`config.mk`:
```
export PLATFORM = sky130hd
export DESIGN_NAME = tilt_complementary_filter_flat
export DESIGN_NICKNAME = d
export VERILOG_FILES = /design/src/hw/rtl/tcf_pkg.sv /design/src/hw/rtl/tcf_in_if.sv /design/src/hw/rtl/tcf_out_if.sv /design/src/hw/rtl/tcf_cfg_if.sv /design/src/hw/rtl/tcf_ctrl.sv /design/src/hw/rtl/tcf_datapath.sv /design/src/hw/rtl/tilt_complementary_filter.sv /design/src/flat_wrapper.sv
export SDC_FILE = /design/constraint.sdc
export NUM_CORES = 2
export LEC_CHECK = 0
export BUFFER_PORTS_ARGS = -buffer_cell sky130_fd_sc_hd__buf_2
export CORE_MARGIN = 1
export CORE_UTILIZATION = 45
export DETAILED_ROUTE_END_ITERATION = 12
export PLACE_DENSITY = 0.66
export SYNTH_ARGS = -nofsm -noshare
export SYNTH_HDL_FRONTEND = slang
export SYNTH_SLANG_ARGS = --single-unit
```
`constraint.sdc`:
```
create_clock -name clk -period 20 [get_ports clk]
set_input_delay 4 -clock clk [delete_from_list [all_inputs] [get_ports clk]]
set_output_delay 4 -clock clk [all_outputs]
set_load 0.02 [all_outputs]
```
`src/hw/rtl/tcf_pkg.sv`:
```
package tcf_pkg;

  localparam int CORDIC_ITERATIONS = 16;
  localparam int ATAN_TABLE_SIZE = 24;
  localparam int CORDIC_N = (CORDIC_ITERATIONS > ATAN_TABLE_SIZE) ?
                            ATAN_TABLE_SIZE : CORDIC_ITERATIONS;
  localparam int SQRT_W = 48;
  localparam int SQRT_STEPS = SQRT_W / 2;
  localparam int CNT_W = 5;
  localparam int CFG_IDX_W = 2;

  localparam logic [CFG_IDX_W-1:0] REG_GYRO_OFFSET_X   = 2'd0;
  localparam logic [CFG_IDX_W-1:0] REG_GYRO_OFFSET_Y   = 2'd1;
  localparam logic [CFG_IDX_W-1:0] REG_BLEND_WEIGHT    = 2'd2;
  localparam logic [CFG_IDX_W-1:0] REG_GYRO_STEP_SCALE = 2'd3;

  localparam logic [15:0] BLEND_WEIGHT_RST = 16'd62587;
  localparam logic [15:0] STEP_SCALE_RST   = 16'd10230;

  typedef enum logic [3:0] {
    ST_IDLE, ST_SQ_A, ST_SQ_B, ST_SQRT, ST_CINIT, ST_CORDIC,
    ST_DELTA, ST_BLEND_W, ST_BLEND_C, ST_EST, ST_OUT
  } tcf_state_t;

  typedef enum logic [3:0] {
    OP_NOP, OP_LOAD, OP_SQ_A, OP_SQ_B, OP_SQRT, OP_CINIT, OP_CORDIC,
    OP_DELTA, OP_BLEND_W, OP_BLEND_C, OP_EST, OP_OUT
  } tcf_op_t;

  typedef struct packed {
    tcf_op_t          op;
    logic             axis;
    logic [CNT_W-1:0] iter;
    logic             take;
  } tcf_cmd_t;

  typedef struct packed {
    logic in_valid;
    logic out_free;
  } tcf_stat_t;

  function automatic logic signed [24:0] atan_q16(input logic [CNT_W-1:0] i);
    logic signed [24:0] v;
    case (i)
      5'd0:  v = 25'sd2949120;
      5'd1:  v = 25'sd1740967;
      5'd2:  v = 25'sd919879;
      5'd3:  v = 25'sd466945;
      5'd4:  v = 25'sd234379;
      5'd5:  v = 25'sd117304;
      5'd6:  v = 25'sd58666;
      5'd7:  v = 25'sd29335;
      5'd8:  v = 25'sd14668;
      5'd9:  v = 25'sd7334;
      5'd10: v = 25'sd3667;
      5'd11: v = 25'sd1833;
      5'd12: v = 25'sd917;
      5'd13: v = 25'sd458;
      5'd14: v = 25'sd229;
      5'd15: v = 25'sd115;
      5'd16: v = 25'sd57;
      5'd17: v = 25'sd29;
      5'd18: v = 25'sd14;
      5'd19: v = 25'sd7;
      5'd20: v = 25'sd4;
      5'd21: v = 25'sd2;
      5'd22: v = 25'sd1;
      default: v = 25'sd0;
    endcase
    return v;
  endfunction

endpackage

```
`src/hw/rtl/tcf_in_if.sv`:
```
interface tcf_in_if;
  logic               valid;
  logic               ready;
  logic signed [15:0] accel_x;
  logic signed [15:0] accel_y;
  logic signed [15:0] accel_z;
  logic signed [15:0] rate_x;
  logic signed [15:0] rate_y;

  modport source (output valid, accel_x, accel_y, accel_z, rate_x, rate_y,
                  input ready);
  modport sink (input valid, accel_x, accel_y, accel_z, rate_x, rate_y,
                output ready);
endinterface

```
`src/hw/rtl/tcf_out_if.sv`:
```
interface tcf_out_if;
  logic               valid;
  logic               ready;
  logic signed [15:0] pitch_deg;
  logic signed [15:0] roll_deg;

  modport source (output valid, pitch_deg, roll_deg, input ready);
  modport sink (input valid, pitch_deg, roll_deg, output ready);
endinterface

```
`src/hw/rtl/tcf_cfg_if.sv`:
```
interface tcf_cfg_if;
  logic                           valid;
  logic                           ready;
  logic [tcf_pkg::CFG_IDX_W-1:0]  idx;
  logic [15:0]                    data;

  modport source (output valid, idx, data, input ready);
  modport sink (input valid, idx, data, output ready);
endinterface

```
`src/hw/rtl/tcf_ctrl.sv`:
```
module tcf_ctrl (
  input  logic                clk,
  input  logic                rst_n,
  input  tcf_pkg::tcf_stat_t  stat,
  output tcf_pkg::tcf_cmd_t   cmd
);

  tcf_pkg::tcf_state_t           state_r, state_nxt;
  logic [tcf_pkg::CNT_W-1:0]     cnt_r, cnt_nxt;
  logic                          axis_r, axis_nxt;

  always_ff @(posedge clk) begin
    if (!rst_n) begin
      state_r <= tcf_pkg::ST_IDLE;
      cnt_r   <= '0;
      axis_r  <= 1'b0;
    end else begin
      state_r <= state_nxt;
      cnt_r   <= cnt_nxt;
      axis_r  <= axis_nxt;
    end
  end

  always_comb begin
    state_nxt = state_r;
    cnt_nxt   = cnt_r;
    axis_nxt  = axis_r;
    case (state_r)
      tcf_pkg::ST_IDLE: begin
        if (stat.in_valid) begin
          state_nxt = tcf_pkg::ST_SQ_A;
          axis_nxt  = 1'b0;
        end
      end
      tcf_pkg::ST_SQ_A: state_nxt = tcf_pkg::ST_SQ_B;
      tcf_pkg::ST_SQ_B: begin
        state_nxt = tcf_pkg::ST_SQRT;
        cnt_nxt   = '0;
      end
      tcf_pkg::ST_SQRT: begin
        if (cnt_r == tcf_pkg::CNT_W'(tcf_pkg::SQRT_STEPS - 1)) begin
          state_nxt = tcf_pkg::ST_CINIT;
        end else begin
          cnt_nxt = cnt_r + 1'b1;
        end
      end
      tcf_pkg::ST_CINIT: begin
        state_nxt = tcf_pkg::ST_CORDIC;
        cnt_nxt   = '0;
      end
      tcf_pkg::ST_CORDIC: begin
        if (cnt_r == tcf_pkg::CNT_W'(tcf_pkg::CORDIC_N - 1)) begin
          state_nxt = tcf_pkg::ST_DELTA;
        end else begin
          cnt_nxt = cnt_r + 1'b1;
        end
      end
      tcf_pkg::ST_DELTA:   state_nxt = tcf_pkg::ST_BLEND_W;
      tcf_pkg::ST_BLEND_W: state_nxt = tcf_pkg::ST_BLEND_C;
      tcf_pkg::ST_BLEND_C: state_nxt = tcf_pkg::ST_EST;
      tcf_pkg::ST_EST: begin
        if (axis_r) begin
          state_nxt = tcf_pkg::ST_OUT;
        end else begin
          state_nxt = tcf_pkg::ST_SQ_A;
          axis_nxt  = 1'b1;
        end
      end
      tcf_pkg::ST_OUT: begin
        if (stat.out_free) begin
          state_nxt = tcf_pkg::ST_IDLE;
        end
      end
      default: state_nxt = tcf_pkg::ST_IDLE;
    endcase
  end

  always_comb begin
    cmd.op   = tcf_pkg::OP_NOP;
    cmd.axis = axis_r;
    cmd.iter = cnt_r;
    cmd.take = 1'b0;
    case (state_r)
      tcf_pkg::ST_IDLE: begin
        cmd.take = 1'b1;
        if (stat.in_valid) begin
          cmd.op = tcf_pkg::OP_LOAD;
        end
      end
      tcf_pkg::ST_SQ_A:    cmd.op = tcf_pkg::OP_SQ_A;
      tcf_pkg::ST_SQ_B:    cmd.op = tcf_pkg::OP_SQ_B;
      tcf_pkg::ST_SQRT:    cmd.op = tcf_pkg::OP_SQRT;
      tcf_pkg::ST_CINIT:   cmd.op = tcf_pkg::OP_CINIT;
      tcf_pkg::ST_CORDIC:  cmd.op = tcf_pkg::OP_CORDIC;
      tcf_pkg::ST_DELTA:   cmd.op = tcf_pkg::OP_DELTA;
      tcf_pkg::ST_BLEND_W: cmd.op = tcf_pkg::OP_BLEND_W;
      tcf_pkg::ST_BLEND_C: cmd.op = tcf_pkg::OP_BLEND_C;
      tcf_pkg::ST_EST:     cmd.op = tcf_pkg::OP_EST;
      tcf_pkg::ST_OUT: begin
        if (stat.out_free) begin
          cmd.op = tcf_pkg::OP_OUT;
        end
      end
      default: cmd.op = tcf_pkg::OP_NOP;
    endcase
  end

endmodule

```
`src/hw/rtl/tcf_datapath.sv`:
```
module tcf_datapath (
  input  logic                clk,
  input  logic                rst_n,
  input  tcf_pkg::tcf_cmd_t   cmd,
  output tcf_pkg::tcf_stat_t  stat,
  tcf_in_if.sink              in_ch,
  tcf_out_if.source           out_ch,
  tcf_cfg_if.sink             cfg_ch
);

  logic signed [15:0] off_x_r, off_y_r;
  logic [15:0]        weight_r, scale_r;

  logic signed [15:0] ax_r, ay_r, az_r, rx_r, ry_r;

  logic signed [51:0] acc_r;
  logic signed [25:0] delta_r;
  logic signed [31:0] pitch_est_r, roll_est_r;

  logic [tcf_pkg::SQRT_W-1:0] n_r, res_r, bit_r;
  logic signed [27:0]         x_r, y_r;
  logic signed [24:0]         z_r;

  logic               out_valid_r;
  logic signed [15:0] pitch_out_r, roll_out_r;

  logic signed [15:0] num, a_sel, rate_sel, off_sel;
  logic signed [31:0] est_sel;
  logic signed [16:0] gdiff;
  logic signed [33:0] gyro;
  logic signed [24:0] angle;
  logic signed [17:0] ma;
  logic signed [33:0] mb;
  logic signed [51:0] prod;
  logic signed [51:0] delta_rnd, mix_rnd;
  logic signed [35:0] blend_r;
  logic signed [31:0] blend_sat;
  logic [31:0]        sq_sum;
  logic [tcf_pkg::SQRT_W:0] trial;
  logic signed [27:0] xs, ys;

  function automatic logic signed [15:0] to_q7_8(input logic signed [31:0] est);
    logic signed [32:0] t;
    logic signed [24:0] r;
    t = 33'(est) + 33'sd128;
    r = t[32:8];
    if (r > 25'sd32767) begin
      return 16'sh7fff;
    end else if (r < -25'sd32768) begin
      return -16'sh8000;
    end else begin
      return r[15:0];
    end
  endfunction

  assign num      = cmd.axis ? ay_r : ax_r;
  assign a_sel    = cmd.axis ? ax_r : ay_r;
  assign rate_sel = cmd.axis ? ry_r : rx_r;
  assign off_sel  = cmd.axis ? off_y_r : off_x_r;
  assign est_sel  = cmd.axis ? roll_est_r : pitch_est_r;

  assign gdiff = 17'(rate_sel) - 17'(off_sel);
  assign gyro  = 34'(est_sel) + 34'(delta_r);
  assign angle = (num == 16'sd0) ? 25'sd0 : z_r;

  always_comb begin
    ma = '0;
    mb = '0;
    case (cmd.op)
      tcf_pkg::OP_SQ_A: begin
        ma = 18'(a_sel);
        mb = 34'(a_sel);
      end
      tcf_pkg::OP_SQ_B: begin
        ma = 18'(az_r);
        mb = 34'(az_r);
      end
      tcf_pkg::OP_DELTA: begin
        ma = 18'(gdiff);
        mb = $signed({18'b0, scale_r});
      end
      tcf_pkg::OP_BLEND_W: begin
        ma = $signed({2'b0, weight_r});
        mb = gyro;
      end
      tcf_pkg::OP_BLEND_C: begin
        ma = $signed(18'h10000 - {2'b0, weight_r});
        mb = 34'(angle);
      end
      default: begin
        ma = '0;
        mb = '0;
      end
    endcase
  end

  assign prod      = ma * mb;
  assign delta_rnd = prod + 52'sd128;
  assign mix_rnd   = acc_r + 52'sd32768;
  assign blend_r   = mix_rnd[51:16];
  assign sq_sum    = acc_r[31:0] + prod[31:0];
  assign trial     = {1'b0, res_r} + {1'b0, bit_r};
  assign xs        = x_r >>> cmd.iter;
  assign ys        = y_r >>> cmd.iter;

  always_comb begin
    if (blend_r > 36'sh07fffffff) begin
      blend_sat = 32'sh7fffffff;
    end else if (blend_r < -36'sh080000000) begin
      blend_sat = -32'sh80000000;
    end else begin
      blend_sat = blend_r[31:0];
    end
  end

  assign cfg_ch.ready = 1'b1;
  assign in_ch.ready  = cmd.take;

  always_ff @(posedge clk) begin
    if (!rst_n) begin
      off_x_r  <= '0;
      off_y_r  <= '0;
      weight_r <= tcf_pkg::BLEND_WEIGHT_RST;
      scale_r  <= tcf_pkg::STEP_SCALE_RST;
    end else if (cfg_ch.valid) begin
      case (cfg_ch.idx)
        tcf_pkg::REG_GYRO_OFFSET_X:   off_x_r  <= $signed(cfg_ch.data);
        tcf_pkg::REG_GYRO_OFFSET_Y:   off_y_r  <= $signed(cfg_ch.data);
        tcf_pkg::REG_BLEND_WEIGHT:    weight_r <= cfg_ch.data;
        tcf_pkg::REG_GYRO_STEP_SCALE: scale_r  <= cfg_ch.data;
        default: ;
      endcase
    end
  end

  always_ff @(posedge clk) begin
    if (!rst_n) begin
      pitch_est_r <= '0;
      roll_est_r  <= '0;
      out_valid_r <= 1'b0;
    end else begin
      if (cmd.op == tcf_pkg::OP_EST) begin
        if (cmd.axis) begin
          roll_est_r <= blend_sat;
        end else begin
          pitch_est_r <= blend_sat;
        end
      end
      if (cmd.op == tcf_pkg::OP_OUT) begin
        out_valid_r <= 1'b1;
      end else if (out_ch.ready) begin
        out_valid_r <= 1'b0;
      end
    end
  end

  always_ff @(posedge clk) begin
    case (cmd.op)
      tcf_pkg::OP_LOAD: begin
        ax_r <= in_ch.accel_x;
        ay_r <= in_ch.accel_y;
        az_r <= in_ch.accel_z;
        rx_r <= in_ch.rate_x;
        ry_r <= in_ch.rate_y;
      end
      tcf_pkg::OP_SQ_A: acc_r <= prod;
      tcf_pkg::OP_SQ_B: begin
        n_r   <= {sq_sum, 16'b0};
        res_r <= '0;
        bit_r <= tcf_pkg::SQRT_W'(1) << (tcf_pkg::SQRT_W - 2);
      end
      tcf_pkg::OP_SQRT: begin
        if ({1'b0, n_r} >= trial) begin
          n_r   <= n_r - trial[tcf_pkg::SQRT_W-1:0];
          res_r <= (res_r >> 1) + bit_r;
        end else begin
          res_r <= res_r >> 1;
        end
        bit_r <= bit_r >> 2;
      end
      tcf_pkg::OP_CINIT: begin
        x_r <= $signed({4'b0, res_r[23:0]});
        y_r <= 28'($signed({num, 8'b0}));
        z_r <= '0;
      end
      tcf_pkg::OP_CORDIC: begin
        if (!y_r[27]) begin
          x_r <= x_r + ys;
          y_r <= y_r - xs;
          z_r <= z_r + tcf_pkg::atan_q16(cmd.iter);
        end else begin
          x_r <= x_r - ys;
          y_r <= y_r + xs;
          z_r <= z_r - tcf_pkg::atan_q16(cmd.iter);
        end
      end
      tcf_pkg::OP_DELTA:   delta_r <= delta_rnd[33:8];
      tcf_pkg::OP_BLEND_W: acc_r <= prod;
      tcf_pkg::OP_BLEND_C: acc_r <= acc_r + prod;
      tcf_pkg::OP_OUT: begin
        pitch_out_r <= to_q7_8(pitch_est_r);
        roll_out_r  <= to_q7_8(roll_est_r);
      end
      default: ;
    endcase
  end

  assign out_ch.valid     = out_valid_r;
  assign out_ch.pitch_deg = pitch_out_r;
  assign out_ch.roll_deg  = roll_out_r;

  assign stat.in_valid = in_ch.valid;
  assign stat.out_free = !out_valid_r || out_ch.ready;

endmodule

```
`src/hw/rtl/tilt_complementary_filter.sv`:
```
// One item is processed at a time: the next input transaction is accepted only after
// the shared square-root unit (24 steps) and CORDIC unit (16 iterations) have run for
// both axes and the result has been loaded into the output register once that is free.
// A finished result waits in the output register while the next item is accepted.
// Reset (rst_n low, synchronous) clears both estimates, loads the register defaults
// and leaves no result pending.
module tilt_complementary_filter (
  input  logic       clk,
  input  logic       rst_n,
  tcf_in_if.sink     in_ch,
  tcf_out_if.source  out_ch,
  tcf_cfg_if.sink    cfg_ch
);

  tcf_pkg::tcf_cmd_t  cmd;
  tcf_pkg::tcf_stat_t stat;

  tcf_ctrl u_ctrl (
    .clk   (clk),
    .rst_n (rst_n),
    .stat  (stat),
    .cmd   (cmd)
  );

  tcf_datapath u_datapath (
    .clk    (clk),
    .rst_n  (rst_n),
    .cmd    (cmd),
    .stat   (stat),
    .in_ch  (in_ch),
    .out_ch (out_ch),
    .cfg_ch (cfg_ch)
  );

  a_busy_after_accept: assert property (@(posedge clk) disable iff (!rst_n)
    in_ch.valid && in_ch.ready |=> !in_ch.ready)
    else $error("input accepted twice in a row");

  a_load_on_accept: assert property (@(posedge clk) disable iff (!rst_n)
    (cmd.op == tcf_pkg::OP_LOAD) == (in_ch.valid && in_ch.ready))
    else $error("input latch out of step with the transaction");

  a_out_after_load: assert property (@(posedge clk) disable iff (!rst_n)
    cmd.op == tcf_pkg::OP_OUT |=> out_ch.valid)
    else $error("result register not valid after load");

endmodule

```
`src/flat_wrapper.sv`:
```
// flat-port wrapper written by rule: the top's interface ports become plain ports
module tilt_complementary_filter_flat 
  (clk, rst_n, in_ch_valid, in_ch_accel_x, in_ch_accel_y, in_ch_accel_z, in_ch_rate_x, in_ch_rate_y, in_ch_ready, out_ch_valid, out_ch_pitch_deg, out_ch_roll_deg, out_ch_ready, cfg_ch_valid, cfg_ch_idx, cfg_ch_data, cfg_ch_ready);
  tcf_in_if in_ch_i ();
  tcf_out_if out_ch_i ();
  tcf_cfg_if cfg_ch_i ();
  input  logic clk;
  input  logic rst_n;
  input wire logic [$bits(in_ch_i.valid)-1:0] in_ch_valid;
  input wire logic [$bits(in_ch_i.accel_x)-1:0] in_ch_accel_x;
  input wire logic [$bits(in_ch_i.accel_y)-1:0] in_ch_accel_y;
  input wire logic [$bits(in_ch_i.accel_z)-1:0] in_ch_accel_z;
  input wire logic [$bits(in_ch_i.rate_x)-1:0] in_ch_rate_x;
  input wire logic [$bits(in_ch_i.rate_y)-1:0] in_ch_rate_y;
  output wire logic [$bits(in_ch_i.ready)-1:0] in_ch_ready;
  output wire logic [$bits(out_ch_i.valid)-1:0] out_ch_valid;
  output wire logic [$bits(out_ch_i.pitch_deg)-1:0] out_ch_pitch_deg;
  output wire logic [$bits(out_ch_i.roll_deg)-1:0] out_ch_roll_deg;
  input wire logic [$bits(out_ch_i.ready)-1:0] out_ch_ready;
  input wire logic [$bits(cfg_ch_i.valid)-1:0] cfg_ch_valid;
  input wire logic [$bits(cfg_ch_i.idx)-1:0] cfg_ch_idx;
  input wire logic [$bits(cfg_ch_i.data)-1:0] cfg_ch_data;
  output wire logic [$bits(cfg_ch_i.ready)-1:0] cfg_ch_ready;
  assign in_ch_i.valid = in_ch_valid;
  assign in_ch_i.accel_x = in_ch_accel_x;
  assign in_ch_i.accel_y = in_ch_accel_y;
  assign in_ch_i.accel_z = in_ch_accel_z;
  assign in_ch_i.rate_x = in_ch_rate_x;
  assign in_ch_i.rate_y = in_ch_rate_y;
  assign in_ch_ready = in_ch_i.ready;
  assign out_ch_valid = out_ch_i.valid;
  assign out_ch_pitch_deg = out_ch_i.pitch_deg;
  assign out_ch_roll_deg = out_ch_i.roll_deg;
  assign out_ch_i.ready = out_ch_ready;
  assign cfg_ch_i.valid = cfg_ch_valid;
  assign cfg_ch_i.idx = cfg_ch_idx;
  assign cfg_ch_i.data = cfg_ch_data;
  assign cfg_ch_ready = cfg_ch_i.ready;
  tilt_complementary_filter u_core (.clk(clk), .rst_n(rst_n), .in_ch(in_ch_i), .out_ch(out_ch_i), .cfg_ch(cfg_ch_i));
endmodule
```
==> impl_metrics.py <==
metrics = {
    "sta": {
        "skew_ns": 0.0459,
        "finalCritPeriodShare_pct": 74.2,
        "finalSetupViolCount": 0,
        "worstMarginPinSlew_ns": 1.36,
        "hold_viol_final": 0,
        "setup-tns-final_ns": 0,
        "rsz0062_at_grt": "false",
        "drv_slew": 0,
        "fmax_mhz": 67.4,
        "min_period_ns": 14.84,
        "slew_headroom_pct": 9.22,
    },
    "clock_network": {
        "path_clk_slew_ns": 0.06,
        "ctsResizeCount": 0,
        "cts_buffer_depth": 3,
        "htreeDepth": 3,
        "cts-root-buf": "clkbuf_16",
        "cts_setup_buffers": 0,
        "clock-sinks": 552,
        "ctsHoldBuffers": 0,
        "cts_buffers": 71,
        "worstSkewPairLatency_ns": 0.70,
        "cts_tree": "yes",
    },
    "global_route": {
        "antenna_found_initial": 0,
        "use_met3_pct": 4.65,
        "grt_max_degree": 86,
        "grt_use_met2_pct": 41.4,
        "overflow": 0,
        "gr-usage-met1_pct": 36.9,
        "top_usage_layer": "met2",
        "grt_pass1_wl_mm": 303,
        "grt_pass1_vias": 52300,
        "grt_util_all_layers_pct": 26.5,
    },
    "logic_synthesis": {
        "avgSynthCellArea_um2": 8.78,
        "syn-cell-area_mm2": 0.0644,
        "yosys.cell_types.count": 96,
        "yosys_warnings": 0,
        "ys_ff_latch": 552,
        "synthArstFlopShare_pct": 0,
        "synthCells": 7334,
        "synth_edf_count": 391,
        "yosys.area.top_type": "edfxtp_1",
        "ys_seq_area_share_pct": 23.2,
        "syn_nets": 8435,
        "yosysTopAreaCellShare_pct": 18.2,
        "synth_flop_cell": "edfxtp_1",
        "synth_top_cells_by_area": "edfxtp_1 (18%), fa_1 (18%), ha_1 (8.1%), nand2_1 (5.6%), dfxtp_1 (5.0%)",
    },
    "finish": {
        "n_antenna_cell": 0,
        "syn2layout_area_growth_pct": 7.69,
        "final_layout_size_suffix_gt1_share_pct": 7.61,
        "most-common-layout-cells": "nand2_1 (962), inv_1 (784), fa_1 (582), nor2_1 (568), a21oi_1 (503)",
        "fin_area_mm2": 0.0694,
        "nets": 8400,
        "final_util_pct": 48.9,
        "multi_input_area_mm2": 0.0453,
        "regArea_mm2": 0.0150,
        "n_fill_cell": 13300,
        "final_common_cell": "nand2_1",
    },
    "worst_hold_path": {
        "worstHoldPathType": "reg2reg",
    },
    "worst_setup_path": {
        "cp-end-kind": "register",
        "cp.required_ns": 20.43,
        "rrSetupSlack_ns": 5.27,
        "arrival_ns": 15.27,
        "start_kind": "input port",
        "worstPathMaxFanout": 21,
        "slowest_stage": "o221ai_2",
        "crit_top_cell": "fa_1",
        "critPathKind": "in2reg",
        "critPathMaxStageDelay_ns": 0.98,
    },
    "detailed_routing": {
        "dr.pass1.iters": 7,
        "drtAntennaViolNets": 0,
        "drtIter0Drc": 4603,
        "avgRoutedWirePerCell_um": 21.0,
        "viasPerCell": 5.85,
        "vias": 54000,
        "drc": 0,
        "wl_mm": 194,
    },
    "power_and_ir_drop": {
        "power.share.clock_pct": 16.9,
        "sw_frac_of_total_pct": 48.0,
        "p_int_mw": 4.06,
        "power_density_mw_per_mm2": 113,
        "switching_power_mw": 3.75,
        "irDropWorstVdd_mv": 0.110,
        "leakage_nw": 29.9,
        "seq_power_share_pct": 20.5,
        "power_frac_comb_pct": 62.6,
    },
    "placed_design": {
        "dpl.hpwl_mm": 151,
        "io_buffers": 136,
        "gp_congestion": 0.948,
        "place_area_mm2": 0.0670,
    },
    "floorplanning": {
        "io_pins": 138,
        "die_h_um": 380,
        "start_util_pct": 45.4,
        "placementRows": 138,
        "die-area_mm2": 0.145,
        "core_area_mm2": 0.142,
        "die-width_um": 380,
    },
    "job": {
        "maxCapViolations": 0,
    },
    "outcome": {
        "outcome": "completed",
    },
}
## per-stage QoR
stage	setup slack, ns	power, mW	cells	hold WS, ns
after floorplan	6.63	5.09	7334	0.433
after global placement	4.75	6.39	9116	0.441
after detailed placement	4.59	6.43	9116	0.447
after CTS	5.25	7.79	9245	0.455
after global routing	4.49	8.38	9245	0.473
final	5.16	7.81	9245	0.453
## Yosys cell counts, types with 161 or more instances
cell,count
dfxtp_1,161
nor2_1,572
xnor2_1,269
o21ai_0,404
fa_1,582
edfxtp_1,391
clkbuf_1,289
xor2_1,213
inv_1,785
ha_1,416
a21oi_1,505
nand2_1,964
## flip-flops by register name, summed over array words and instances (netlist names), 24 cells and up, named ones only
| name | cells |
|---|---|
| u_core.u_datapath.roll_est_r | 32 |
| u_core.u_datapath.acc_r | 52 |
| u_core.u_datapath.delta_r | 26 |
| u_core.u_datapath.pitch_est_r | 32 |
| u_core.u_datapath.y_r | 28 |
| u_core.u_datapath.bit_r | 24 |
| u_core.u_datapath.x_r | 28 |
| u_core.u_datapath.res_r | 48 |
| u_core.u_datapath.n_r | 48 |
| u_core.u_datapath.z_r | 25 |
## metal layers
metal | part of all wire, % | routed length [um] | vias up
li1 | - | - | 25100
met1 | 44 | 84700 | 26700
met3 | 7.5 | 14500 | 331
met2 | 45 | 87600 | 1964
met4 | 3.6 | 7050 | 0
met5 | 0 | 0 | -
## worst paths after layout
path | startpoint | end | cells past startpoint
max | out_ch_ready | u_core.u_datapath.acc_r[51]$_DFFE_PP_ | 38
min | u_core.u_datapath.off_x_r[4]$_SDFFE_PN0P_ | u_core.u_datapath.off_x_r[4]$_SDFFE_PN0P_ | 2
max reg2reg | u_core.u_ctrl.axis_r$_SDFFE_PN0P_ | u_core.u_datapath.acc_r[49]$_DFFE_PP_ | 39
min reg2reg | u_core.u_datapath.off_x_r[4]$_SDFFE_PN0P_ | u_core.u_datapath.off_x_r[4]$_SDFFE_PN0P_ | 2
## power by group through the flow
| stage | Sequential [mW] | Combinational (mW) | Clock [mW] |
|---|---|---|---|
| floorplan | 1.56 | 3.52 | 0 |
| global placement | 1.61 | 4.77 | 0 |
| detailed placement | 1.61 | 4.82 | 0 |
| CTS | 1.59 | 4.86 | 1.34 |
| global route | 1.61 | 5.40 | 1.38 |
| finish | 1.60 | 4.89 | 1.32 |
## kinds of logic (layout without fill, tap and decap cells)
family	after synthesis	after routing	synth area share (%)
mux	236	236	5.32
compound gates	1636	1636	15.8
xor+xnor	483	483	6.59
other cells	1	1	0.00582
fa+ha+maj	998	998	26.2
simple gates	2301	2301	16.2
flops	552	552	23.2
buf+inv	1127	1148	6.73
## critical path, delay by kind of cell
family	cells	cell delay (ns)
compound gates	13	4.29
xor+xnor	4	0.88
fa+ha+maj	8	3.88
buf+inv	6	0.63
simple gates	7	1.57
## final cells by class
type / count / area share (%)
clock buffers: 99 / 2.92
clock inverters: 30 / 0.478
inverters: 791 / 4.28
multi-input cells: 5655 / 65.4
flip-flops and latches: 552 / 21.6
well taps: 1890 / 3.41
repair buffers: 228 / 1.98
Note: power is estimated with default switching activity, not from simulation.
